$ cat config.mk
export PLATFORM = sky130hd
export DESIGN_NAME = gbuf_front
export DESIGN_NICKNAME = d
export VERILOG_FILES = /design/src/sv/gbuf_pkg.sv /design/src/sv/gbuf_front.sv
export SDC_FILE = /design/constraint.sdc
export NUM_CORES = 1
export LEC_CHECK = 0
export ABC_AREA = 1
export ABC_CLOCK_PERIOD_IN_PS = 1700
export BUFFER_PORTS_ARGS = -buffer_cell sky130_fd_sc_hd__clkbuf_2
export CORE_ASPECT_RATIO = 0.7
export CORE_MARGIN = 10
export CORE_UTILIZATION = 30
export DETAILED_ROUTE_END_ITERATION = 10
export HOLD_SLACK_MARGIN = 0.06
export SETUP_SLACK_MARGIN = 0.5
export SYNTH_ARGS = -nofsm -noshare
export SYNTH_HDL_FRONTEND = slang
export SYNTH_SLANG_ARGS = --single-unit
$ cat constraint.sdc
create_clock -name clk_i -period 1.7 [get_ports clk_i]
set_input_delay 0.255 -clock clk_i [delete_from_list [all_inputs] [get_ports clk_i]]
set_output_delay 0.255 -clock clk_i [all_outputs]
set_load 0.01 [all_outputs]
$ cat src/sv/gbuf_pkg.sv
// Shared types and constants for the gap-buffer text store.
`timescale 1ns / 1ps
package gbuf_pkg;

  // Document geometry
  localparam int DocSize = 4096;
  localparam int AddrW   = $clog2(DocSize);
  localparam int PtrW    = $clog2(DocSize + 1);
  localparam int CmpW    = (PtrW > 12) ? PtrW : 12;

  // Field widths fixed by the interface
  localparam int OpW     = 3;
  localparam int CharW   = 8;
  localparam int IdxW    = 12;
  localparam int CountW  = 13;
  localparam int StatW   = 2;

  // Command queue between front and back
  localparam int QDepth  = 2;
  localparam int QPtrW   = 1;
  localparam int QCntW   = 2;

  localparam logic [CharW-1:0] NewlineByte = 8'h0A;

  typedef enum logic [OpW-1:0] {
    OP_INSERT    = 3'd0,
    OP_BACKSPACE = 3'd1,
    OP_LEFT      = 3'd2,
    OP_RIGHT     = 3'd3,
    OP_OVERWRITE = 3'd4,
    OP_READ      = 3'd5,
    OP_BAD       = 3'd6
  } op_e;

  typedef enum logic [StatW-1:0] {
    ST_DONE    = 2'd0,
    ST_IGNORED = 2'd1,
    ST_BEYOND  = 2'd2
  } status_e;

  typedef enum logic {
    BK_IDLE,
    BK_FIN
  } back_state_e;

  // One classified command as it travels through the queue
  typedef struct packed {
    op_e              op;
    logic [CharW-1:0] ch;
    logic [IdxW-1:0]  idx;
  } cmd_t;

endpackage

$ cat src/sv/gbuf_front.sv
// Front end: takes commands, classifies the opcode and queues them for the back end.
`timescale 1ns / 1ps
module gbuf_front (
  input  logic                           clk_i,
  input  logic                           rst_ni,
  input  logic                           start_i,
  output logic                           busy_o,
  input  logic [gbuf_pkg::OpW-1:0]       opcode_i,
  input  logic [gbuf_pkg::CharW-1:0]     char_code_i,
  input  logic [gbuf_pkg::IdxW-1:0]      read_index_i,
  output logic                           cmd_valid_o,
  output gbuf_pkg::cmd_t                 cmd_o,
  input  logic                           cmd_pop_i
);

  gbuf_pkg::cmd_t             q_mem [gbuf_pkg::QDepth];
  logic [gbuf_pkg::QPtrW-1:0] wptr_q, wptr_d;
  logic [gbuf_pkg::QPtrW-1:0] rptr_q, rptr_d;
  logic [gbuf_pkg::QCntW-1:0] cnt_q, cnt_d;
  logic                       push, pop, full, empty;
  gbuf_pkg::cmd_t             cls;

  // Classify: unknown opcodes collapse onto one code
  always_comb begin
    cls.ch  = char_code_i;
    cls.idx = read_index_i;
    case (opcode_i)
      gbuf_pkg::OP_INSERT:    cls.op = gbuf_pkg::OP_INSERT;
      gbuf_pkg::OP_BACKSPACE: cls.op = gbuf_pkg::OP_BACKSPACE;
      gbuf_pkg::OP_LEFT:      cls.op = gbuf_pkg::OP_LEFT;
      gbuf_pkg::OP_RIGHT:     cls.op = gbuf_pkg::OP_RIGHT;
      gbuf_pkg::OP_OVERWRITE: cls.op = gbuf_pkg::OP_OVERWRITE;
      gbuf_pkg::OP_READ:      cls.op = gbuf_pkg::OP_READ;
      default:                cls.op = gbuf_pkg::OP_BAD;
    endcase
  end

  // Queue control
  assign full        = (cnt_q == gbuf_pkg::QCntW'(gbuf_pkg::QDepth));
  assign empty       = (cnt_q == '0);
  assign busy_o      = full;
  assign push        = start_i && !full;
  assign pop         = cmd_pop_i && !empty;
  assign cmd_valid_o = !empty;
  assign cmd_o       = q_mem[rptr_q];

  always_comb begin
    wptr_d = push ? wptr_q + 1'b1 : wptr_q;
    rptr_d = pop  ? rptr_q + 1'b1 : rptr_q;
    cnt_d  = cnt_q;
    if (push && !pop) begin
      cnt_d = cnt_q + 1'b1;
    end else if (pop && !push) begin
      cnt_d = cnt_q - 1'b1;
    end
  end

  always_ff @(posedge clk_i or negedge rst_ni) begin
    if (!rst_ni) begin
      wptr_q <= '0;
      rptr_q <= '0;
      cnt_q  <= '0;
    end else begin
      wptr_q <= wptr_d;
      rptr_q <= rptr_d;
      cnt_q  <= cnt_d;
    end
  end

  // Queue storage, no reset needed
  always_ff @(posedge clk_i) begin
    if (push) begin
      q_mem[wptr_q] <= cls;
    end
  end

  // Occupancy never exceeds the queue depth
  a_cnt_range: assert property (@(posedge clk_i) disable iff (!rst_ni)
    cnt_q <= gbuf_pkg::QCntW'(gbuf_pkg::QDepth))
    else $error("command queue overfilled");

  // Pointer distance, taken at pointer width, matches the occupancy count when not full
  a_ptr_cnt: assert property (@(posedge clk_i) disable iff (!rst_ni)
    !full |-> (gbuf_pkg::QCntW'(gbuf_pkg::QPtrW'(wptr_q - rptr_q)) == cnt_q))
    else $error("queue pointers disagree with count");

endmodule

[After elaboration in Yosys (flattened, before gate mapping)]
Memory sizes are Yosys's and may differ from the RTL's.
Index checks and enable logic that the tools add are counted.
Storage, ports and cells
  register bits: 4
  bits in latches: 0
  memory bits (writable): 46
  bits in read-only memories: 0
  input port bits: 27
  output and inout bits: 25
  logic and storage cells: 30
  memories: 1
Memories
  q_mem: depth 2, bits a word 23, read ports 1, clocked after Yosys merged registers in 0, write ports 1, RTL line gbuf_front.sv:16  | gbuf_pkg::cmd_t q_mem [gbuf_pkg::QDepth];
Cells by class
  add/subtract/negate cells: 4
  $mul: 0
  div/mod/pow operators: 0
  order comparisons: 0
  equality and inequality tests: 6
  shift-type cells: 0
  multiplexer cells: 5
  bitwise logic cells: 0
  reductions and logical operators: 11
Operator list (count)
  $pmux W3 S6: 1
  $eq A3 B2 Y1 const B: 2
  $eq A3 B3 Y1 const B: 2
  $logic_and A1 B1 Y1: 4
  $logic_not A1 Y1: 4
  $mux W2: 2
  $eq A3 B1 Y1 const B: 1
  $logic_not A3 Y1: 1
  $add A1 B1 Y1 const B: 2
  $add A2 B1 Y2 const B: 1
  $eq A2 B2 Y1 const B: 1
  $logic_not A2 Y1: 1
  $mux W1: 2
  $reduce_bool A2 Y1: 1
  $sub A2 B1 Y2 const B: 1

[Depth between registers and ports, before layout]
Gate-level depths: netlist (run 1).
  depth in word-level cells: 7
  mapped depth: 9

[Worst setup path before layout (run 1)]
OpenSTA, ideal clock, no wires.
  path type: reg2reg
  start point: register cnt_q[1] (netlist bit)
  end point: memory q_mem[1][0] (netlist bit), enable pin
  arrival: 1517 ps
  setup slack: -220 ps
  stages on the path, launching flop included: 4
  path buffers: 0
  path through: dfrtp_1 -> inv_2 -> o21ai_1 -> nor2_1
Between the ends
  cells in the longest elaborated chain, start to end: 5
Ends and longest elaborated chain
  start, declared: RTL line gbuf_front.sv:19  | logic [gbuf_pkg::QCntW-1:0] cnt_q, cnt_d;
  start signal, assigned: RTL line gbuf_front.sv:66  | cnt_q <= cnt_d;
  $eq A2 B2 Y1: RTL line gbuf_front.sv:39  | assign full = (cnt_q == gbuf_pkg::QCntW'(gbuf_pkg::QDepth));
  $logic_not A1 Y1: RTL line gbuf_front.sv:42  | assign push = start_i && !full;
  $logic_and A1 B1 Y1: RTL line gbuf_front.sv:42
  $mux W1: RTL line gbuf_front.sv:72  | if (push) begin
  $mux W1 (not written as such): RTL line gbuf_front.sv:73  | q_mem[wptr_q] <= cls;
  end, declared: RTL line gbuf_front.sv:16
No other way between the ends.

==> run summary, run 1 <==
The flow ran to the end, and the final reports show no timing, DRC or antenna violations. The die covers 10160 um2. In this run the worst path has a maximum fanout of 24.

The number of nets in the synthesized netlist is 183. The commonest cells after synthesis are nand2_1 (77), edfxtp_1 (46), inv_1 (5). The logs give 0 ns for the final total negative setup slack and 1.183 nW for the leakage dissipation. Once routing completed, OpenROAD measured the worst setup slack at 0.2083 ns.

For this run the aggregate overflow at the end of global routing stands at 0. After clock tree synthesis, the clock-pin slew on the worst setup and hold paths is 0.09 ns. In this run the remaining antenna-violating nets after routing total 0.

In this run the horizontal extent of the chip is 116.3 um. The layer carrying the most global-route usage is met2. Net switching is 36.45% of the power. For the initial standard-cell utilization of the core, the log shows 31.15%. The critical setup path kind is flop to output pin. For this run, global-route usage on met2 was measured as 13.78%.

The repair_antennas step left the layout with diodes totalling 0. The count of input and output buffers was 51. After the first detailed-routing iteration, the DRC count stood at 41.

The internal power component was 2.916 mW. The number of placed instances, taps included, is 281. Between clock sinks in the finished design, the worst skew comes to 0.003702 ns. The switching power total is 1.672 mW, and the number of non-filler instances in the completed layout is 306.

The total setup violations reported at the end of the flow is 0, and the sequential element share of the synthesized area is 76.14%. Clock latency on the worst-skew pair, taken at its later pin, is 0.30 ns. Netlist area before placement: 1946 um2.

The design draws 4.588 mW. The most used flip-flop cell after synthesis is edfxtp_1. The clock network accounts for 14.3% of the total power. The path class of the tightest hold or removal check is primary input to flop. The maximum clock rate came out at 670.4 MHz. After synthesis, the netlist uses 19 different library cells. The HPWL after detailed placement is 3008 um. The area growth from synthesis to layout is 38.33%. Dividing the synthesized area by the synthesized cell count gives 12.55 um2. The share of flip-flops with an asynchronous set or reset after synthesis works out to 8.000%. The startpoint type of the worst setup path is a flop. Data on the critical path is required at its endpoint by 1.44 ns. The initial antenna violation count was 0; the chip height was 87.38 um. For this block, the via count after detailed routing is 1321. The via count of the first global-routing pass was 1356.

TritonCTS built the clock tree. The worst path uses 87.75% of the clock period. The number of warning messages in the yosys log is 0. Before antenna repair, the detailed router went through 4 iterations. The count of maximum capacitance violations is 0, and the layout filler cell count is 606.

After synthesis, the cell types taking the most area are edfxtp_1 (71%), nand2_1 (15%), dfrtp_1 (5.1%). Data on the critical path arrives at its endpoint at 1.24 ns. In the global route stage, met3 resource usage came out at 4.821%.

The max-slew violation count is 0. The root buffer selected by CTS was clkbuf_8. Of the cells placed in the final design, the portion with a size suffix greater than 1 is 42.54%. The tools report the headroom to the max-slew limit as 82.78%.

Summing all multi-input logic gate instances after layout gives 440.4 um2. Per report_power, the sequential group accounts for 39.8% of the total. The sequential cells in the finished layout cover a total of 1484 um2. The total clock sinks is 50, and the largest net degree at the start of global routing is 25.

For this run, global-route usage on met1 was measured as 10.54%. The instance count of the mapped netlist is 155, and the post-detailed-route via-to-cell ratio is 4.317. The biggest area contributor in the post-synthesis netlist is edfxtp_1.

The slew at the pin closest to its max-slew limit is 0.2561 ns. The cell count of the worst hold path works out to 1. The tools report the number of hold-slack violations in the final timing report as 0.

In the post-synthesis netlist, the cell with the most instances is nand2_1. After detailed routing, the number of remaining DRC violations is 0. In this run the number of H-tree levels came out at 2. The global-route usage over all layers is 8.973%, and the wire length of the first global-routing pass is 6969 um. In this run, synthesis produced a sequential element count of 50. The setup check on the worst reg-to-reg path leaves a slack of 0.32 ns. STA classifies the critical path endpoint as an output pin. Setup repair after global routing could not meet its margin everywhere.

The maximum count of clock buffers along a single path is 2, and the last weighted congestion value of the routability-driven placer is 0.7283. The routed design could run at a clock period as short as 1.492 ns. Measured in cells, the most critical reg-to-reg path has a length of 6.

Average detailed-routed wire length per instance: 15.35 um. Number of synthesized flops with an enable pin: 46. Across the VDD grid, the largest voltage drop is 0.5990 mV.

For the minimum setup slack after placement, the log shows 0.07947 ns. In this run the standard cell core region covers 6246 um2. Power spread over the standard cell area amounts to 1705 nW/um2. The share of the synthesized area in the top cell type is 71.00%. Per report_power, the combinational group accounts for 45.9% of the total.

Summed over all layers, the routed wires come to 4697 um. The run gives 5 as the TritonCTS buffer count. The net count of the finished layout is 256.

During I/O placement, the number of pins put on the boundary was 52. The floorplan has 24 rows.
==> logic make-up (layout without fill, tap and decap cells) <==
kind of cell             count (synthesis)  after routing  synth area share (%)
flip-flops                              50             50                 76.14
buffers and inverters                   15             88                 4.373
AO/OA/AOI/OAI                            2              2                0.6430
XOR/XNOR                                 1              1                0.4502
adder cells (fa/ha/maj)                  1              1                0.6430
AND/OR/NAND/NOR                         86             86                 17.75
==> layout by cell type, fill, tap and decap left out, types with 3 or more instances in the layout <==
master,Yosys,routed
nand2_1,77,76
clkbuf_2,0,49
edfxtp_1,46,46
buf_4,3,8
buf_6,2,7
clkbuf_8,0,5
nor2_4,1,3
inv_1,5,3
buf_12,0,3
==> routing by layer <==
layer / wire length [um] / up-vias
met5: 0 / -
met4: 31 / 0
met3: 430 / 4
met2: 2225 / 40
met1: 2010 / 620
li1: - / 657
==> path summary, 6_finish.rpt <==
kind                                            from                endpoint
worst max-delay path              rptr_q$_DFFE_PN0P_               cmd_o[13]
worst min-delay path                  char_code_i[6]  q_mem[1][18]$_DFFE_PP_
worst max register to register  cnt_q[1]$_DFFE_PN0P_  q_mem[0][15]$_DFFE_PP_
worst min register to register    wptr_q$_DFFE_PN0P_      wptr_q$_DFFE_PN0P_
max in group asynchronous                     rst_ni      rptr_q$_DFFE_PN0P_
min in group asynchronous                     rst_ni    cnt_q[1]$_DFFE_PN0P_
==> state kept, by name, summed over array words and instances (netlist names) <==
register / flops
cnt_q: 2
wptr_q: 1
q_mem: 46
rptr_q: 1
==> stage by stage <==
step	cell area, um2	hold slack [ns]	util [%]
global route	2691	0.1263	43.09
CTS	2609	0.1319	41.77
global placement	2293	0.06966	36.72
finish	2691	0.1404	43.09
detailed placement	2293	0.06997	36.72
floorplan	1963	-0.04059	-
==> timing repair <==
item / 4_1_cts / 5_1_grt
endpoints found under the hold margin: 4 / 0
pin swaps: 3 / 0
buffers inserted: 10 / 4
gates resized for setup: 23 / 9
cloned: 2 / 1
endpoints found under the setup margin: 73 / 73
hold buffers: 1 / 0
==> power by group through the flow <==
stage / clock network, mW / logic (mW) / registers, mW
floorplan: 0 / 0.974 / 1.79
global placement: 0 / 1.48 / 1.82
detailed placement: 0 / 1.50 / 1.83
CTS: 0.670 / 1.94 / 1.82
global route: 0.732 / 2.31 / 1.85
finish: 0.658 / 2.10 / 1.83
==> critical path, stage by stage, from the launching register on <==
cell and delay, ns:
dfrtp_2 0.49, inv_8 0.16, nand2_1 0.06, nand2_1 0.08, clkbuf_2 0.15
==> area by class of cell <==
cell class              instances  area share [%]
clock buffers                   5           2.557
flip-flops and latches         50           55.14
well taps                      78           3.626
clock inverters                 2          0.3719
inverters                       8           1.720
multi-input cells              90           16.36
repair inverters                1          0.2789
repair buffers                 72           19.94
No activity file was read; power rests on OpenSTA's default activity.
==> run 2, diff against run 1 <==
PLACE_DENSITY = 0.61   (was unset)
==> run summary, run 2 (same netlist as run 1, synthesis figures left out) <==
The run finished with clean final reports. After global routing the overflow that remains totals 0. Global-route usage over all layers: 8.924%. The via count of the first global-routing pass was 1360.

For the floorplan core area, the log shows 6246 um2. Across all layers, the routed design uses 1331 vias. The tools report the layout filler cell count as 576.

For the depth of the CTS H-tree, the log shows 2. More flip-flops sit in one register than any other, and that register is q_mem. The cell repeated most along the worst path was nand2_1. The startpoint type of the worst setup path is a flop. The headroom to the max-slew limit was 84.46%; the final period utilization was 89.86%.

Port buffering added 51 buffers. Across the VDD grid, the largest voltage drop is 0.5418 mV. In the final routing, the length of wire on met1 measures 2329 um.

Summing all flip-flop and latch instances after layout gives 1484 um2. The DRC marker count from the first detailed-route iteration is 34. The average detailed-routed wire length per instance works out to 15.34 um.

For the met3 wire length, the log shows 429 um. STA classifies the critical path endpoint as an output pin. Most common cell after layout, fill and taps aside: nand2_1. Of the cells placed in the final design, the portion with a size suffix greater than 1 is 45.80%. Max-cap violations in this run came to 0. The run gives 0 as the antenna diode count. Between clock sinks in the finished design, the worst skew comes to 0.007343 ns. The final total negative setup slack was 0 ns; the number of core rows was 24. The critical path starts at rptr_q$_DFFE_PN0P_. Category of cells accounting for the largest share of critical-path delay: flip-flops. In this run the static leakage power is 1.271 nW.

Root buffer selected by CTS: clkbuf_8. The number of non-filler instances in the completed layout is 316, and the cell count of the worst hold path is 1. At the worst endpoint, the required time is 1.44 ns.

The tightest min-delay check is of the primary input to flop type. The total design power is 5.064 mW, and the maximum count of clock buffers along a single path is 2. Data arrives at the worst endpoint at 1.27 ns. Counting both buffers and inverters, the worst setup path holds a total of 3.

The slowest stage of the critical path is the dfrtp_2 cell. The clock transition time at the flip-flop clock pins of the worst setup and hold paths works out to 0.09 ns. The worst hold path begins at read_index_i[2]. Compared with the post-synthesis result, the final layout area differs by 48.10%.

Detailed placement finished with a half-perimeter wire length of 2942 um. The logs give 280 for the number of placed instances with taps included and 0.30 ns for the clock latency of the later-clocked register in the worst-skew pair. The run gives 0 as the total setup violations reported at the end of the flow. By startpoint and endpoint, the worst setup path is classified as flop to output pin.

Counting I/O delays and the setup requirement, the final critical path takes 1.528 ns. For this design the top-level I/O count stands at 52. For the max-slew violation count, the log shows 0. TritonCTS built the clock tree. The largest fanout on the critical path is 5.

For the die area, the log shows 10160 um2. Walking the worst path, the cells encountered are buf_12 > clkbuf_16 > nand2_1 > nand2_1 > clkbuf_2. Buffers inserted during clock tree synthesis total 5. In the layout the commonest cells are nand2_1 (72), clkbuf_2 (46), edfxtp_1 (46). Routed signal wires occupy layers up through met4.

The run gives 266 as the net count of the finished layout. The routed design has 4849 um of wire. In the final layout, the multi-input gates occupy 447.9 um2. Delay of the slowest cell on the worst path: 0.43 ns.

The power density relative to cell area works out to 1758 nW/um2. Wire length of the first global-routing pass: 6906 um. The run gives 0 as the number of remaining DRC errors. The die is 116.3 um wide. The core occupancy in the finished layout was 46.13%. In the routed layout, each cell is associated on average with a via count of 4.212.

For this design, the sink count on the clock tree is 50. For the worst flop-to-flop path, the logic depth is 6. The slew at the pin closest to its max-slew limit was 0.2311 ns. The number of hold-slack violations in the final timing report was 0. The first detailed-routing pass took 4 iterations.

The congestion estimate from routability-driven global placement came to 0.7378. The worst register-to-register path ends at q_mem[0][21]$_DFFE_PP_. The tools report the number of nets with antenna violations after routing as 0. Setup repair after global routing could not meet its margin everywhere.

Entering global routing, the biggest net connects 25 pins. The worst register-to-register path begins at cnt_q[1]$_DFFE_PN0P_. The largest registers in the layout are q_mem (46), cnt_q (2).

The tools report the initial antenna violation count as 0. The tools report the detailed route wirelength on metal2 as 2062 um. The initial utilization of the core area, before any placement, comes to 31.15%.

The die is 87.38 um tall. Timing would allow up to 654.6 MHz. The number of flip-flops under the largest register name works out to 46. Terminating pin of the worst hold path: q_mem[1][2]$_DFFE_PP_. Across all register-to-register paths, the minimum setup slack is 0.32 ns.
run 2: how the worst max path moves through the flow:
stage,to,cells past startpoint
after global routing,cmd_o[15],5
after detailed placement,q_mem[0][1]$_DFFE_PP_,4
after global placement,q_mem[0][2]$_DFFE_PP_,4
final,cmd_o[20],5
after CTS,cmd_o[13],4
after floorplan,q_mem[0][0]$_DFFE_PP_,4
run 2: where the power goes:
group / internal [mW] / total (mW) / leakage (nW) / switching, mW
registers: 1.69 / 1.79 / 0.474 / 0.104
logic: 1.20 / 2.47 / 0.745 / 1.27
clock network: 0.426 / 0.804 / 0.0517 / 0.379
total: 3.32 / 5.06 / 1.27 / 1.75
run 2: area by class of cell:
cell class | count | area share [%]
multi-input cells | 90 | 15.54
flip-flops and latches | 50 | 51.50
inverters | 8 | 1.607
repair inverters | 2 | 0.8250
repair buffers | 81 | 23.58
clock inverters | 2 | 1.172
well taps | 78 | 3.387
clock buffers | 5 | 2.388
run 2: layer usage:
metal	GRT usage, %	vias to the layer above
met5	0	-
met3	4.477	6
met1	11.32	605
met2	12.96	40
met4	2.718	0
li1	-	680
run 2: what timing repair did:
action / 4_1_cts / 5_1_grt
setup buffers: 13 / 8
endpoints found under the setup margin: 73 / 73
cloned: 2 / 5
resized for setup: 16 / 23
hold endpoints to repair: 4 / 0
pin swaps: 3 / 2
hold buffers: 1 / 0
run 2: metrics by stage:
stage | setup slack, ns | hold slack, ns | area (um2)
3_3_place_gp | 0.1714 | 0.06893 | 2298
3_5_place_dp | 0.1006 | 0.06635 | 2298
5_1_grt | 0.1120 | 0.1262 | 2882
2_1_floorplan | 0.3305 | -0.04059 | 1963
6_report | 0.1724 | 0.1359 | 2882
4_1_cts | 0.1708 | 0.1259 | 2610
==> run 3, diff against run 2 <==
CORE_ASPECT_RATIO = 0.6   (was 0.7)
CORE_UTILIZATION = 40   (was 30)
PLACE_DENSITY = 0.75   (was 0.61)
==> run summary, run 3 (same netlist as run 1, synthesis figures left out) <==
For the minimum setup slack after placement, the log shows 0.1186 ns. The tree built by TritonCTS fans out to 50 sinks. For the I/O pin count, the log shows 52.

The tools report the initial antenna violation count as 0. Detailed routing inserted a total of 1384 vias. In this run the remaining antenna-violating nets after routing total 0. The worst voltage drop across the vdd grid is 0.9095 mV. The cell that appears most often on the critical path is nand2_1.

The via count of the first global-routing pass is 1346, and the total congestion overflow after global routing is 0. After routing the design area is 2854 um2. In this design, the largest share of critical-path delay is due to flip-flops. The critical path goes through buf_4 > buf_6 > nand2_1 > nand2_1 > clkbuf_2.

The run gives 2 as the depth of the CTS H-tree. Entering global routing, the biggest net connects 25 pins. Buffers placed on the I/O ports in this run total 51.

The tightest min-delay check is of the primary input to flop type. The flow ran to the end, and the final reports show no timing, DRC or antenna violations. The routed metal-1 wirelength is 2119 um, and the delay of the slowest cell on the worst path is 0.46 ns.

For the max-slew violation count, the log shows 0. Setup slack on the critical path of the routed design comes to 0.1509 ns. The tools report the last weighted congestion value of the routability-driven placer as 0.7094. The post-route netlist has 46.47% of its cells at a drive strength greater than 1. 0 antenna diodes ended up in the layout.

For the detailed-routing iteration count for the pre-antenna-repair pass, the log shows 4. For the pin with the worst max-slew slack, the measured transition is 0.3174 ns. The floorplan step defined a core boundary enclosing 4636 um2.

The worst setup path is captured at an output pin. The number of clock buffers added by TritonCTS is 5. The library cells used most frequently in the layout, excluding fill and tap cells, are nand2_1 (73), edfxtp_1 (46), clkbuf_2 (41).

The power density relative to cell area came out at 1790 nW/um2. Across the run, the number of max-cap violations was 0. The met3 wire length came out at 535 um. The number of flip-flops under the largest register name was 46; the number of non-filler instances in the completed layout was 304.

For the wire length of the first global-routing pass, the log shows 6948 um. At the worst endpoint, the arrival time is 1.29 ns. The number of hold-slack violations in the final timing report is 0, and the headroom to the max-slew limit is 78.65%. Routed signal wires occupy layers up through met4. Number of core rows: 19.

STA classifies the critical path startpoint as a flop. Setup violations remaining at the end of the flow were counted as 0. The clock passes through at most 2 buffers. The final clock skew came out at 0.005178 ns. Setup repair after global routing could not meet its margin everywhere.

The largest individual stage delay along the critical path comes from the cell dfrtp_2. The leakage dissipation is 1.261 nW, and the final period utilization is 91.13%. For this run, design rule violations remaining after detail routing come to 0.

The largest fanout on the critical path is 6, and the core occupancy in the finished layout is 61.57%. Across every metal layer, demand over resource in global routing totals 11.33%. In this run the vertical extent of the chip is 74.02 um. The run gives 268 as the net count of the finished layout. For the final routed database, the setup TNS stands at 0 ns. Die outline width: 110.0 um.

Timing would allow up to 645.5 MHz. In the final layout, the registers with the most flip-flops are q_mem (46), cnt_q (2). Summed over all nets, the half-perimeter wirelength after detailed placement is 2824 um.

The die covers 8145 um2. After detailed routing, the total wire length is 4856 um. The detailed route wirelength on metal2 is 2194 um. Count of buffer and inverter cells on the critical path: 3. TritonCTS built the clock tree. Minimum clock period after layout: 1.549 ns. The area growth from synthesis to layout is 46.69%. The number of placed instances with taps included was 266. The most common cell after layout, fill and taps aside is nand2_1.

For the DRC marker count from the first detailed-route iteration, the log shows 49. The initial utilization of the core area, before any placement, comes to 41.97%. After clock tree synthesis, the clock-pin slew on the worst setup and hold paths is 0.09 ns.

The post-detailed-route via-to-cell ratio is 4.553. q_mem holds more flip-flops than any other register. The average detailed-routed wire length per instance works out to 15.97 um. The cell sitting at the root of the clock tree is a clkbuf_8. The later pin in the worst-skew pair is clocked with a latency of 0.30 ns. The setup path with the least slack is of type flop to output pin.

The worst register-to-register path has a setup slack of 0.22 ns. At the worst endpoint, the required time is 1.44 ns. For the total placed instance area, the log shows 2275 um2.
## run 3: cell types whose count changed in the layout (fill, tap and decap cells not counted), sizes merged
cell / delta
clkbuf: -8
buf: +10
clkinvlp: +1
inv: +2
clkinv: -2
## run 3: metrics by stage
stage	total power, mW	hold WS [ns]
after floorplan	2.762	-0.04059
after global placement	3.265	0.07079
after detailed placement	3.299	0.06970
after CTS	4.701	0.1379
after global routing	5.425	0.1328
final	5.108	0.1406
## run 3: what timing repair did
action,in CTS,in global routing
pin swaps,1,8
setup endpoints to repair,73,73
resized for setup,22,30
hold endpoints to repair,4,0
hold buffers,1,0
gates cloned,3,2
setup buffers,17,7
## run 3: per-layer routing
| metal | up-vias | global-route usage [%] |
|---|---|---|
| li1 | 682 | - |
| met1 | 640 | 14.10 |
| met2 | 60 | 17.68 |
| met3 | 2 | 5.091 |
| met4 | 0 | 2.874 |
| met5 | - | 0 |
## run 3: where the power goes
| part | internal, mW | total (mW) | switching [mW] |
|---|---|---|---|
| registers | 1.69 | 1.81 | 0.118 |
| logic | 1.20 | 2.49 | 1.29 |
| clock network | 0.439 | 0.810 | 0.372 |
## run 3: worst paths after layout
check                                      from                     end  cells after the start
setup / recovery             rptr_q$_DFFE_PN0P_               cmd_o[19]                      5
hold / removal                  read_index_i[7]   q_mem[1][7]$_DFFE_PP_                      1
setup reg to reg           cnt_q[1]$_DFFE_PN0P_  q_mem[0][14]$_DFFE_PP_                      7
hold reg to reg              wptr_q$_DFFE_PN0P_      wptr_q$_DFFE_PN0P_                      2
max in group asynchronous                rst_ni    cnt_q[0]$_DFFE_PN0P_                      2
min in group asynchronous                rst_ni      rptr_q$_DFFE_PN0P_                      2
## run 3: final cells by class
cell class                      instances  area, um2
Clock buffer                            6      72.57
Clock inverter                          2      37.54
Fill cell                             357       1782
Inverter                                8      46.29
Multi-Input combinational cell         90      440.4
Sequential cell                        50       1484
Tap cell                               63      78.83
Timing Repair Buffer                   82      669.4
Timing Repair inverter                  3      25.02
